File: src/ntc_r2t_pkg.sv
// ----------------------------------------------------------------------------
// ntc_r2t_pkg
// shared types, microcode fields and the thermistor table for the
// resistance-to-temperature core
// ----------------------------------------------------------------------------
`default_nettype none

package ntc_r2t_pkg;

    // fixed field widths
    localparam int unsigned OHM_W     = 16;
    localparam int unsigned OUT_W     = 15;
    localparam int unsigned IDX_MAX_W = 6;   // table index, up to 64 entries
    localparam int unsigned DEG_W     = 9;   // 63 * 5 = 315 degrees
    localparam int unsigned GAP5_W    = 19;  // five times a 16-bit gap
    localparam int unsigned ROM_POINTS  = 21;
    localparam int unsigned DEGREE_STEP = 5;

    // microcode step index
    localparam int unsigned STEP_W = 3;
    typedef logic [STEP_W-1:0] step_t;

    localparam step_t STEP_FETCH  = 3'd0;
    localparam step_t STEP_TOP    = 3'd1;
    localparam step_t STEP_BOTTOM = 3'd2;
    localparam step_t STEP_SEARCH = 3'd3;
    localparam step_t STEP_PREP   = 3'd4;
    localparam step_t STEP_DIV    = 3'd5;
    localparam step_t STEP_SUM    = 3'd6;
    localparam step_t STEP_EMIT   = 3'd7;

    // datapath operation
    typedef enum logic [3:0] {
        OP_LOAD,
        OP_SET_TOP,
        OP_SET_ZERO,
        OP_HALVE,
        OP_PREP,
        OP_DIV,
        OP_SUM,
        OP_EMIT
    } op_t;

    // which table entry the compare flags look at
    typedef enum logic [1:0] {
        A_LAST,
        A_ZERO,
        A_MID
    } asel_t;

    // jump condition
    typedef enum logic [2:0] {
        C_NEVER,
        C_NO_IN,
        C_LE,
        C_GE,
        C_SEARCH,
        C_FLAT,
        C_DIV_MORE,
        C_OUT_BUSY
    } cond_t;

    typedef struct packed {
        op_t   op;
        asel_t asel;
        cond_t cond;
        step_t target;
    } ctrl_t;

    typedef struct packed {
        logic no_in;
        logic le;
        logic ge;
        logic search;
        logic flat;
        logic div_more;
        logic out_busy;
    } flags_t;

    // resistance table, entry i belongs to 5*i degrees; past the end reads 0
    function automatic logic [OHM_W-1:0] rom_ohms(input logic [IDX_MAX_W-1:0] idx);
        logic [OHM_W-1:0] v;
        case (idx)
            6'd0:    v = 16'd27380;
            6'd1:    v = 16'd22130;
            6'd2:    v = 16'd17980;
            6'd3:    v = 16'd14700;
            6'd4:    v = 16'd12090;
            6'd5:    v = 16'd10000;
            6'd6:    v = 16'd8311;
            6'd7:    v = 16'd6942;
            6'd8:    v = 16'd5825;
            6'd9:    v = 16'd4910;
            6'd10:   v = 16'd4157;
            6'd11:   v = 16'd3534;
            6'd12:   v = 16'd3017;
            6'd13:   v = 16'd2586;
            6'd14:   v = 16'd2225;
            6'd15:   v = 16'd1923;
            6'd16:   v = 16'd1667;
            6'd17:   v = 16'd1450;
            6'd18:   v = 16'd1265;
            6'd19:   v = 16'd1106;
            6'd20:   v = 16'd971;
            default: v = '0;
        endcase
        return v;
    endfunction

    // degrees of a table point: idx * 5
    function automatic logic [DEG_W-1:0] point_deg(input logic [IDX_MAX_W-1:0] idx);
        logic [DEG_W-1:0] x;
        x = DEG_W'(idx);
        return (x << 2) + x;
    endfunction

endpackage

`default_nettype wire

File: src/ntc_r2t_seq.sv
// ----------------------------------------------------------------------------
// ntc_r2t_seq
// microprogram store and step counter with conditional jumps
// ----------------------------------------------------------------------------
`default_nettype none

module ntc_r2t_seq (
    input  wire logic                 aclk,
    input  wire logic                 aresetn,
    input  wire ntc_r2t_pkg::flags_t  flags,
    output ntc_r2t_pkg::ctrl_t        ctrl
);

    ntc_r2t_pkg::step_t upc_reg;
    ntc_r2t_pkg::step_t upc_next;
    logic               take_jump;

    // control store
    always_comb begin
        ctrl.op     = ntc_r2t_pkg::OP_EMIT;
        ctrl.asel   = ntc_r2t_pkg::A_MID;
        ctrl.cond   = ntc_r2t_pkg::C_OUT_BUSY;
        ctrl.target = ntc_r2t_pkg::STEP_EMIT;
        case (upc_reg)
            ntc_r2t_pkg::STEP_FETCH: begin
                ctrl.op     = ntc_r2t_pkg::OP_LOAD;
                ctrl.cond   = ntc_r2t_pkg::C_NO_IN;
                ctrl.target = ntc_r2t_pkg::STEP_FETCH;
            end
            ntc_r2t_pkg::STEP_TOP: begin
                ctrl.op     = ntc_r2t_pkg::OP_SET_TOP;
                ctrl.asel   = ntc_r2t_pkg::A_LAST;
                ctrl.cond   = ntc_r2t_pkg::C_LE;
                ctrl.target = ntc_r2t_pkg::STEP_EMIT;
            end
            ntc_r2t_pkg::STEP_BOTTOM: begin
                ctrl.op     = ntc_r2t_pkg::OP_SET_ZERO;
                ctrl.asel   = ntc_r2t_pkg::A_ZERO;
                ctrl.cond   = ntc_r2t_pkg::C_GE;
                ctrl.target = ntc_r2t_pkg::STEP_EMIT;
            end
            ntc_r2t_pkg::STEP_SEARCH: begin
                ctrl.op     = ntc_r2t_pkg::OP_HALVE;
                ctrl.cond   = ntc_r2t_pkg::C_SEARCH;
                ctrl.target = ntc_r2t_pkg::STEP_SEARCH;
            end
            ntc_r2t_pkg::STEP_PREP: begin
                ctrl.op     = ntc_r2t_pkg::OP_PREP;
                ctrl.cond   = ntc_r2t_pkg::C_FLAT;
                ctrl.target = ntc_r2t_pkg::STEP_EMIT;
            end
            ntc_r2t_pkg::STEP_DIV: begin
                ctrl.op     = ntc_r2t_pkg::OP_DIV;
                ctrl.cond   = ntc_r2t_pkg::C_DIV_MORE;
                ctrl.target = ntc_r2t_pkg::STEP_DIV;
            end
            ntc_r2t_pkg::STEP_SUM: begin
                ctrl.op     = ntc_r2t_pkg::OP_SUM;
                ctrl.cond   = ntc_r2t_pkg::C_NEVER;
                ctrl.target = ntc_r2t_pkg::STEP_FETCH;
            end
            default: begin
                // emit, falls through to fetch by wrap-around
                ctrl.op     = ntc_r2t_pkg::OP_EMIT;
                ctrl.cond   = ntc_r2t_pkg::C_OUT_BUSY;
                ctrl.target = ntc_r2t_pkg::STEP_EMIT;
            end
        endcase
    end

    always_comb begin
        case (ctrl.cond)
            ntc_r2t_pkg::C_NEVER:    take_jump = 1'b0;
            ntc_r2t_pkg::C_NO_IN:    take_jump = flags.no_in;
            ntc_r2t_pkg::C_LE:       take_jump = flags.le;
            ntc_r2t_pkg::C_GE:       take_jump = flags.ge;
            ntc_r2t_pkg::C_SEARCH:   take_jump = flags.search;
            ntc_r2t_pkg::C_FLAT:     take_jump = flags.flat;
            ntc_r2t_pkg::C_DIV_MORE: take_jump = flags.div_more;
            ntc_r2t_pkg::C_OUT_BUSY: take_jump = flags.out_busy;
            default:                 take_jump = 1'b0;
        endcase
        upc_next = take_jump ? ctrl.target : ntc_r2t_pkg::step_t'(upc_reg + 1'b1);
    end

    always_ff @(posedge aclk) begin
        if (!aresetn) begin
            upc_reg <= ntc_r2t_pkg::STEP_FETCH;
        end else begin
            upc_reg <= upc_next;
        end
    end

endmodule

`default_nettype wire

File: src/ntc_r2t_datapath.sv
// ----------------------------------------------------------------------------
// ntc_r2t_datapath
// search bounds, table lookup, restoring divider and output register
// ----------------------------------------------------------------------------
`default_nettype none

module ntc_r2t_datapath #(
    parameter int unsigned TABLE_ENTRIES = 21,
    parameter int unsigned FRACTION_BITS = 8
) (
    input  wire logic                                aclk,
    input  wire logic                                aresetn,
    input  wire ntc_r2t_pkg::ctrl_t                  ctrl,
    output ntc_r2t_pkg::flags_t                      flags,
    input  wire logic                                s_valid,
    output logic                                     s_ready,
    input  wire logic [ntc_r2t_pkg::OHM_W-1:0]       s_resistance_ohms,
    output logic                                     m_valid,
    input  wire logic                                m_ready,
    output logic [ntc_r2t_pkg::OUT_W-1:0]            m_temperature_q8
);

    localparam int unsigned IDX_W = $clog2(TABLE_ENTRIES);
    localparam int unsigned QW    = FRACTION_BITS + 3;
    localparam int unsigned CNT_W = $clog2(QW + 1);
    localparam int unsigned REM_W = ntc_r2t_pkg::GAP5_W + FRACTION_BITS;
    localparam int unsigned TSW   = ntc_r2t_pkg::DEG_W + FRACTION_BITS;
    localparam int unsigned OHM_W = ntc_r2t_pkg::OHM_W;
    localparam int unsigned OUT_W = ntc_r2t_pkg::OUT_W;
    localparam int unsigned IMW   = ntc_r2t_pkg::IDX_MAX_W;
    localparam logic [IDX_W-1:0] LAST_IDX = IDX_W'(TABLE_ENTRIES - 1);

    logic [OHM_W-1:0] r_reg;
    logic [IDX_W-1:0] lo_reg;
    logic [IDX_W-1:0] hi_reg;
    logic [REM_W-1:0] rem_reg;
    logic [REM_W-1:0] dsh_reg;
    logic [QW-1:0]    q_reg;
    logic [CNT_W-1:0] cnt_reg;
    logic [OUT_W-1:0] res_reg;
    logic             m_valid_reg;
    logic [OUT_W-1:0] m_temp_reg;

    logic [IDX_W:0]   lohi_sum;
    logic [IDX_W-1:0] mid;
    logic [IDX_W-1:0] sel_idx;
    logic [OHM_W-1:0] sel_ohms;
    logic [OHM_W-1:0] lo_ohms;
    logic [OHM_W-1:0] hi_ohms;
    logic [OHM_W-1:0] den;
    logic [OHM_W-1:0] gap;
    logic [ntc_r2t_pkg::GAP5_W-1:0] gap5;
    logic [REM_W-1:0] rem_init;
    logic [REM_W-1:0] dsh_init;
    logic             rem_ge;
    logic [TSW-1:0]   top_wide;
    logic [TSW-1:0]   lo_wide;
    logic [OUT_W-1:0] top_q;
    logic [OUT_W-1:0] lo_q;
    logic             accept;

    always_comb begin
        lohi_sum = {1'b0, lo_reg} + {1'b0, hi_reg};
        mid      = lohi_sum[IDX_W:1];
        case (ctrl.asel)
            ntc_r2t_pkg::A_LAST: sel_idx = LAST_IDX;
            ntc_r2t_pkg::A_ZERO: sel_idx = '0;
            default:             sel_idx = mid;
        endcase
        sel_ohms = ntc_r2t_pkg::rom_ohms(IMW'(sel_idx));
        lo_ohms  = ntc_r2t_pkg::rom_ohms(IMW'(lo_reg));
        hi_ohms  = ntc_r2t_pkg::rom_ohms(IMW'(hi_reg));

        den  = lo_ohms - hi_ohms;
        gap  = lo_ohms - r_reg;
        gap5 = (ntc_r2t_pkg::GAP5_W'(gap) << 2) + ntc_r2t_pkg::GAP5_W'(gap);
        rem_init = REM_W'(gap5) << FRACTION_BITS;
        dsh_init = REM_W'(den) << (FRACTION_BITS + 2);
        rem_ge   = rem_reg >= dsh_reg;

        top_wide = TSW'(ntc_r2t_pkg::point_deg(IMW'(LAST_IDX))) << FRACTION_BITS;
        lo_wide  = TSW'(ntc_r2t_pkg::point_deg(IMW'(lo_reg))) << FRACTION_BITS;
        top_q    = OUT_W'(top_wide);
        lo_q     = OUT_W'(lo_wide);
    end

    assign s_ready = (ctrl.op == ntc_r2t_pkg::OP_LOAD);
    assign accept  = s_valid && s_ready;

    assign flags.no_in    = !s_valid;
    assign flags.le       = r_reg <= sel_ohms;
    assign flags.ge       = r_reg >= sel_ohms;
    assign flags.search   = ({1'b0, lo_reg} + 1'b1) < {1'b0, hi_reg};
    assign flags.flat     = lo_ohms <= hi_ohms;
    assign flags.div_more = cnt_reg != CNT_W'(1);
    assign flags.out_busy = m_valid_reg && !m_ready;

    // payload path
    always_ff @(posedge aclk) begin
        case (ctrl.op)
            ntc_r2t_pkg::OP_LOAD: begin
                if (accept) begin
                    r_reg  <= s_resistance_ohms;
                    lo_reg <= '0;
                    hi_reg <= LAST_IDX;
                end
            end
            ntc_r2t_pkg::OP_SET_TOP: begin
                res_reg <= top_q;
            end
            ntc_r2t_pkg::OP_SET_ZERO: begin
                res_reg <= '0;
            end
            ntc_r2t_pkg::OP_HALVE: begin
                if (flags.search) begin
                    if (r_reg >= sel_ohms) begin
                        hi_reg <= mid;
                    end else begin
                        lo_reg <= mid;
                    end
                end
            end
            ntc_r2t_pkg::OP_PREP: begin
                res_reg <= lo_q;
                rem_reg <= rem_init;
                dsh_reg <= dsh_init;
                q_reg   <= '0;
                cnt_reg <= CNT_W'(QW);
            end
            ntc_r2t_pkg::OP_DIV: begin
                if (rem_ge) begin
                    rem_reg <= rem_reg - dsh_reg;
                end
                q_reg   <= {q_reg[QW-2:0], rem_ge};
                dsh_reg <= dsh_reg >> 1;
                cnt_reg <= cnt_reg - 1'b1;
            end
            ntc_r2t_pkg::OP_SUM: begin
                res_reg <= res_reg + OUT_W'(q_reg);
            end
            ntc_r2t_pkg::OP_EMIT: begin
                if (!flags.out_busy) begin
                    m_temp_reg <= res_reg;
                end
            end
            default: begin
            end
        endcase
    end

    // output valid
    always_ff @(posedge aclk) begin
        if (!aresetn) begin
            m_valid_reg <= 1'b0;
        end else begin
            if (ctrl.op == ntc_r2t_pkg::OP_EMIT && !flags.out_busy) begin
                m_valid_reg <= 1'b1;
            end else if (m_ready) begin
                m_valid_reg <= 1'b0;
            end
        end
    end

    assign m_valid          = m_valid_reg;
    assign m_temperature_q8 = m_temp_reg;

    // search bracket never collapses
    a_bracket: assert property (@(posedge aclk) disable iff (!aresetn)
        (ctrl.op == ntc_r2t_pkg::OP_HALVE) |-> (lo_reg < hi_reg))
        else $error("search bracket collapsed");

    // remainder stays below twice the shifted divisor
    a_rem_bound: assert property (@(posedge aclk) disable iff (!aresetn)
        (ctrl.op == ntc_r2t_pkg::OP_DIV) |-> ({1'b0, rem_reg} < {dsh_reg, 1'b0}))
        else $error("divider remainder out of range");

    // emit loads the output register with the staged result
    a_emit: assert property (@(posedge aclk) disable iff (!aresetn)
        (ctrl.op == ntc_r2t_pkg::OP_EMIT && !flags.out_busy)
        |=> (m_valid_reg && (m_temp_reg == $past(res_reg))))
        else $error("result not presented after emit");

endmodule

`default_nettype wire

File: src/ntc_resistance_to_temperature_core.sv
// ----------------------------------------------------------------------------
// ntc_resistance_to_temperature_core
// thermistor resistance to temperature by table search and interpolation
// ----------------------------------------------------------------------------
// One 16-bit resistance in ohms goes in, one temperature in unsigned fixed
// point (FRACTION_BITS fraction bits, truncated, low 15 bits) comes out, one
// transfer each way per item. A resistance at or below the last table entry
// gives the last point's temperature, one at or above the first entry gives
// zero; in between a binary search brackets the value and the block
// interpolates linearly. One item is in work at a time: a transfer in is taken
// only at the fetch step. The binary search makes at most
// ceil(log2(TABLE_ENTRIES - 1)) halving steps, and the restoring divider
// yields one quotient bit per cycle. A finished result waits in the output
// register while the next item is taken and worked on.
// ----------------------------------------------------------------------------
`default_nettype none

module ntc_resistance_to_temperature_core #(
    parameter int unsigned TABLE_ENTRIES = 21,  // 2 to 64 points
    parameter int unsigned FRACTION_BITS = 8    // 0 to 16
) (
    input  wire logic                            aclk,
    input  wire logic                            aresetn,
    // input transfer
    input  wire logic                            s_valid,
    output logic                                 s_ready,
    input  wire logic [ntc_r2t_pkg::OHM_W-1:0]   s_resistance_ohms,
    // result transfer
    output logic                                 m_valid,
    input  wire logic                            m_ready,
    output logic [ntc_r2t_pkg::OUT_W-1:0]        m_temperature_q8
);

    // control word from the microprogram, flags back from the datapath
    ntc_r2t_pkg::ctrl_t  ctrl;
    ntc_r2t_pkg::flags_t flags;

    // step counter and control store: fetch, range checks, search loop,
    // divider set-up, divide loop, final add, emit
    ntc_r2t_seq u_seq (
        .aclk    (aclk),
        .aresetn (aresetn),
        .flags   (flags),
        .ctrl    (ctrl)
    );

    // bracket registers, table lookup, divider and output register
    ntc_r2t_datapath #(
        .TABLE_ENTRIES (TABLE_ENTRIES),
        .FRACTION_BITS (FRACTION_BITS)
    ) u_datapath (
        .aclk              (aclk),
        .aresetn           (aresetn),
        .ctrl              (ctrl),
        .flags             (flags),
        .s_valid           (s_valid),
        .s_ready           (s_ready),
        .s_resistance_ohms (s_resistance_ohms),
        .m_valid           (m_valid),
        .m_ready           (m_ready),
        .m_temperature_q8  (m_temperature_q8)
    );

endmodule

`default_nettype wire
File: config.mk
export PLATFORM = sky130hd
export DESIGN_NAME = ntc_resistance_to_temperature_core
export DESIGN_NICKNAME = d
export VERILOG_FILES = /design/src/ntc_r2t_pkg.sv /design/src/ntc_r2t_seq.sv /design/src/ntc_r2t_datapath.sv /design/src/ntc_resistance_to_temperature_core.sv
export SDC_FILE = /design/constraint.sdc
export NUM_CORES = 1
export LEC_CHECK = 0
export BUFFER_PORTS_ARGS = -buffer_cell sky130_fd_sc_hd__buf_4
export CORE_MARGIN = 2
export CORE_UTILIZATION = 65
export CTS_CLUSTER_DIAMETER = 40
export CTS_CLUSTER_SIZE = 14
export DETAILED_ROUTE_END_ITERATION = 16
export HOLD_SLACK_MARGIN = 0.06
export MAX_ROUTING_LAYER = met4
export PLACE_DENSITY_LB_ADDON = 0.2
export SLEW_MARGIN = 20
export SYNTH_ARGS = -nofsm -noshare
export SYNTH_HDL_FRONTEND = slang
export SYNTH_SLANG_ARGS = --single-unit
File: constraint.sdc
create_clock -name aclk -period 14.57 [get_ports aclk]
set_input_delay 2.914 -clock aclk [delete_from_list [all_inputs] [get_ports aclk]]
set_output_delay 2.914 -clock aclk [all_outputs]
set_load 0.03 [all_outputs]
==> impl_metrics.toml <==
[clock_network]
cts-resized-gates = 0
cts_setup_buffers = 0
htreeDepth = 4
cts_hold_buf = 0
clk_pin_slew_ns = 0.08
cts_tree = "built"
cts_buffers = 17
clock-root-buffer = "clkbuf_16"
clock_latency_ns = 0.44
clockBufferDepth = 2
clock_sinks = 158

[sta]
slew_headroom = 0.280
hold_viol_final = 0
hold_ws_ns = 0.458
finalCritPeriodShare = 0.445
setup_slack_ns = 8.09
setup_viol = 0
final_max_slew_viol_count = 0
rsz0062_at_grt = "no"
tns_ns = 0
tightest_slew_ns = 1.08
skew_ns = 0.00936
fin_crit_ns = 6.48
fmax_mhz = 154

[setup_path]
cp_num_buf_inv = 2
worstPathRequired_ns = 14.91
critPathTopFamily = "compound AO/OA/AOI/OAI gates"
cpPeakStageDelay_ns = 0.64
critPathCaptureType = "flip-flop"
cp_cell_sequence = "ha_1 > a31o_2 > a21oi_1 > o21bai_1 > a21oi_1 > a21oi_1 > nor2_1 > nand3_1 > ha_1 > and4b_1 > nand2_4 > nor4_2 > or4_4 > nand2_1 > o2bb2ai_1 > inv_1 > ha_1 > inv_1 > mux2i_1 > a221oi_1 > a31o_2"
cp_slowest_cell = "o2bb2ai_1"
worstSetupPathType = "reg -> reg"
arrival_ns = 6.82
critical_path.max_fanout = 14
start_kind = "flip-flop"

[run]
maxCapViolations = 0

[die]
die_w_um = 141
die-area_mm2 = 0.0200
die_y_um = 141
placeableCoreArea_mm2 = 0.0186
start_util = 0.659
io_pins = 37
row_count = 50

[detailed_routing]
postRouteWirelength_um = 28600
vias = 10100
ant_nets = 0
wl_per_cell_um = 17.9
drtPass1Iterations = 9
drt_iter0_markers = 815
vias_per_cell = 6.33
drc = 0

[placement]
port_buffers = 36
dpl.hpwl_um = 21100
place_congestion = 0.944
preCtsSetupSlack_ns = 8.24

[global_routing]
grt_pass1_wl_um = 46500
gr-total-overflow = 0
grt_pass1_vias = 9324
antenna_found_initial = 0
track_usage = 0.301
grt_start_max_net_pins = 67

[yosys]
synth_edf_count = 124
seq_area_frac_synth = 0.360
ys_warn_count = 0
syn_nets = 1501
synth_area_per_cell_um2 = 9.17
async_flop_share = 0
synth_top_flop_cell = "edfxtp_1"
syn_inst = 1335
ys_ff_latch = 158
ys_types = 88
synth_area_mm2 = 0.0122

[run_status]
outcome = "complete, no violations"

[finish]
antenna_cells = 0
layout_common_cells = "ha_1 (139), a21oi_1 (125), edfxtp_1 (124)"
syn2layout_area_growth_pct = 8.45
num-nets-final = 1520
largest_reg_flops = 27
layout-drive-gt1-share = 0.0834
final_core_util = 0.715
final_common_cell = "ha_1"
nFillCells = 1431

[worst_hold_path]
hold_path_class = "reg -> reg"
==> cells in the mapped netlist (28+ instances only) <==
cell      instances  area [µm²]
dfxtp_1          34         681
nand2_1          90         338
xnor2_1          56         490
a21oi_1         125         626
inv_1           104         390
clkbuf_1         28         105
nor3_1           35         175
nor2_1          109         409
ha_1            139        1740
edfxtp_1        124        3720
nand3_1          31         155
a21o_1           32         240
o21ai_0          69         345
==> final cells by class <==
cell class                      count  area, µm²  area share
Inverter                          108        408      0.0307
Timing Repair Buffer               43        323      0.0243
Sequential cell                   158       4400       0.332
Multi-Input combinational cell   1026       7260       0.547
Clock buffer                       17        425      0.0320
Clock inverter                     15        169      0.0127
Tap cell                          234        293      0.0220
==> per-stage QoR <==
| stage | std cells | area, µm² |
|---|---|---|
| after floorplan | 1335 | 12200 |
| after global placement | 1569 | 12700 |
| after detailed placement | 1569 | 12700 |
| after CTS | 1601 | 13300 |
| after global routing | 1601 | 13300 |
| final | 1601 | 13300 |
==> logic make-up (layout without fill, tap and decap cells) <==
| family | after synthesis | count (layout) | synth area share |
|---|---|---|---|
| mux | 16 | 16 | 0.0131 |
| flops | 158 | 158 | 0.360 |
| buf+inv | 151 | 183 | 0.0489 |
| compound gates | 407 | 407 | 0.219 |
| simple gates | 383 | 383 | 0.153 |
| xor+xnor | 74 | 74 | 0.0529 |
| fa+ha+maj | 146 | 146 | 0.153 |
==> final timing paths <==
kind | startpoint | to | slack, ns | depth (start not counted)
setup / recovery | u_datapath.lo_reg[1] | u_datapath.hi_ohms[4] | 8.09 | 21
hold / removal | u_datapath.res_reg[4] | u_datapath.m_temperature_q8[4] | 0.46 | 0
setup reg to reg | u_datapath.lo_reg[1] | u_datapath.hi_ohms[4] | 8.09 | 21
hold reg to reg | u_datapath.res_reg[4] | u_datapath.m_temperature_q8[4] | 0.46 | 0
==> layer usage <==
| metal | GRT usage | up-vias | part of all wire |
|---|---|---|---|
| met4 | 0.107 | 0 | 0.030 |
| met3 | 0.0395 | 66 | 0.066 |
| met5 | - | - | 0 |
| li1 | - | 4952 | - |
| met2 | 0.469 | 406 | 0.46 |
| met1 | 0.408 | 4715 | 0.44 |
Power is not shown: default switching activity piles up to over one toggle a cycle in this logic, so the estimate is an artifact.
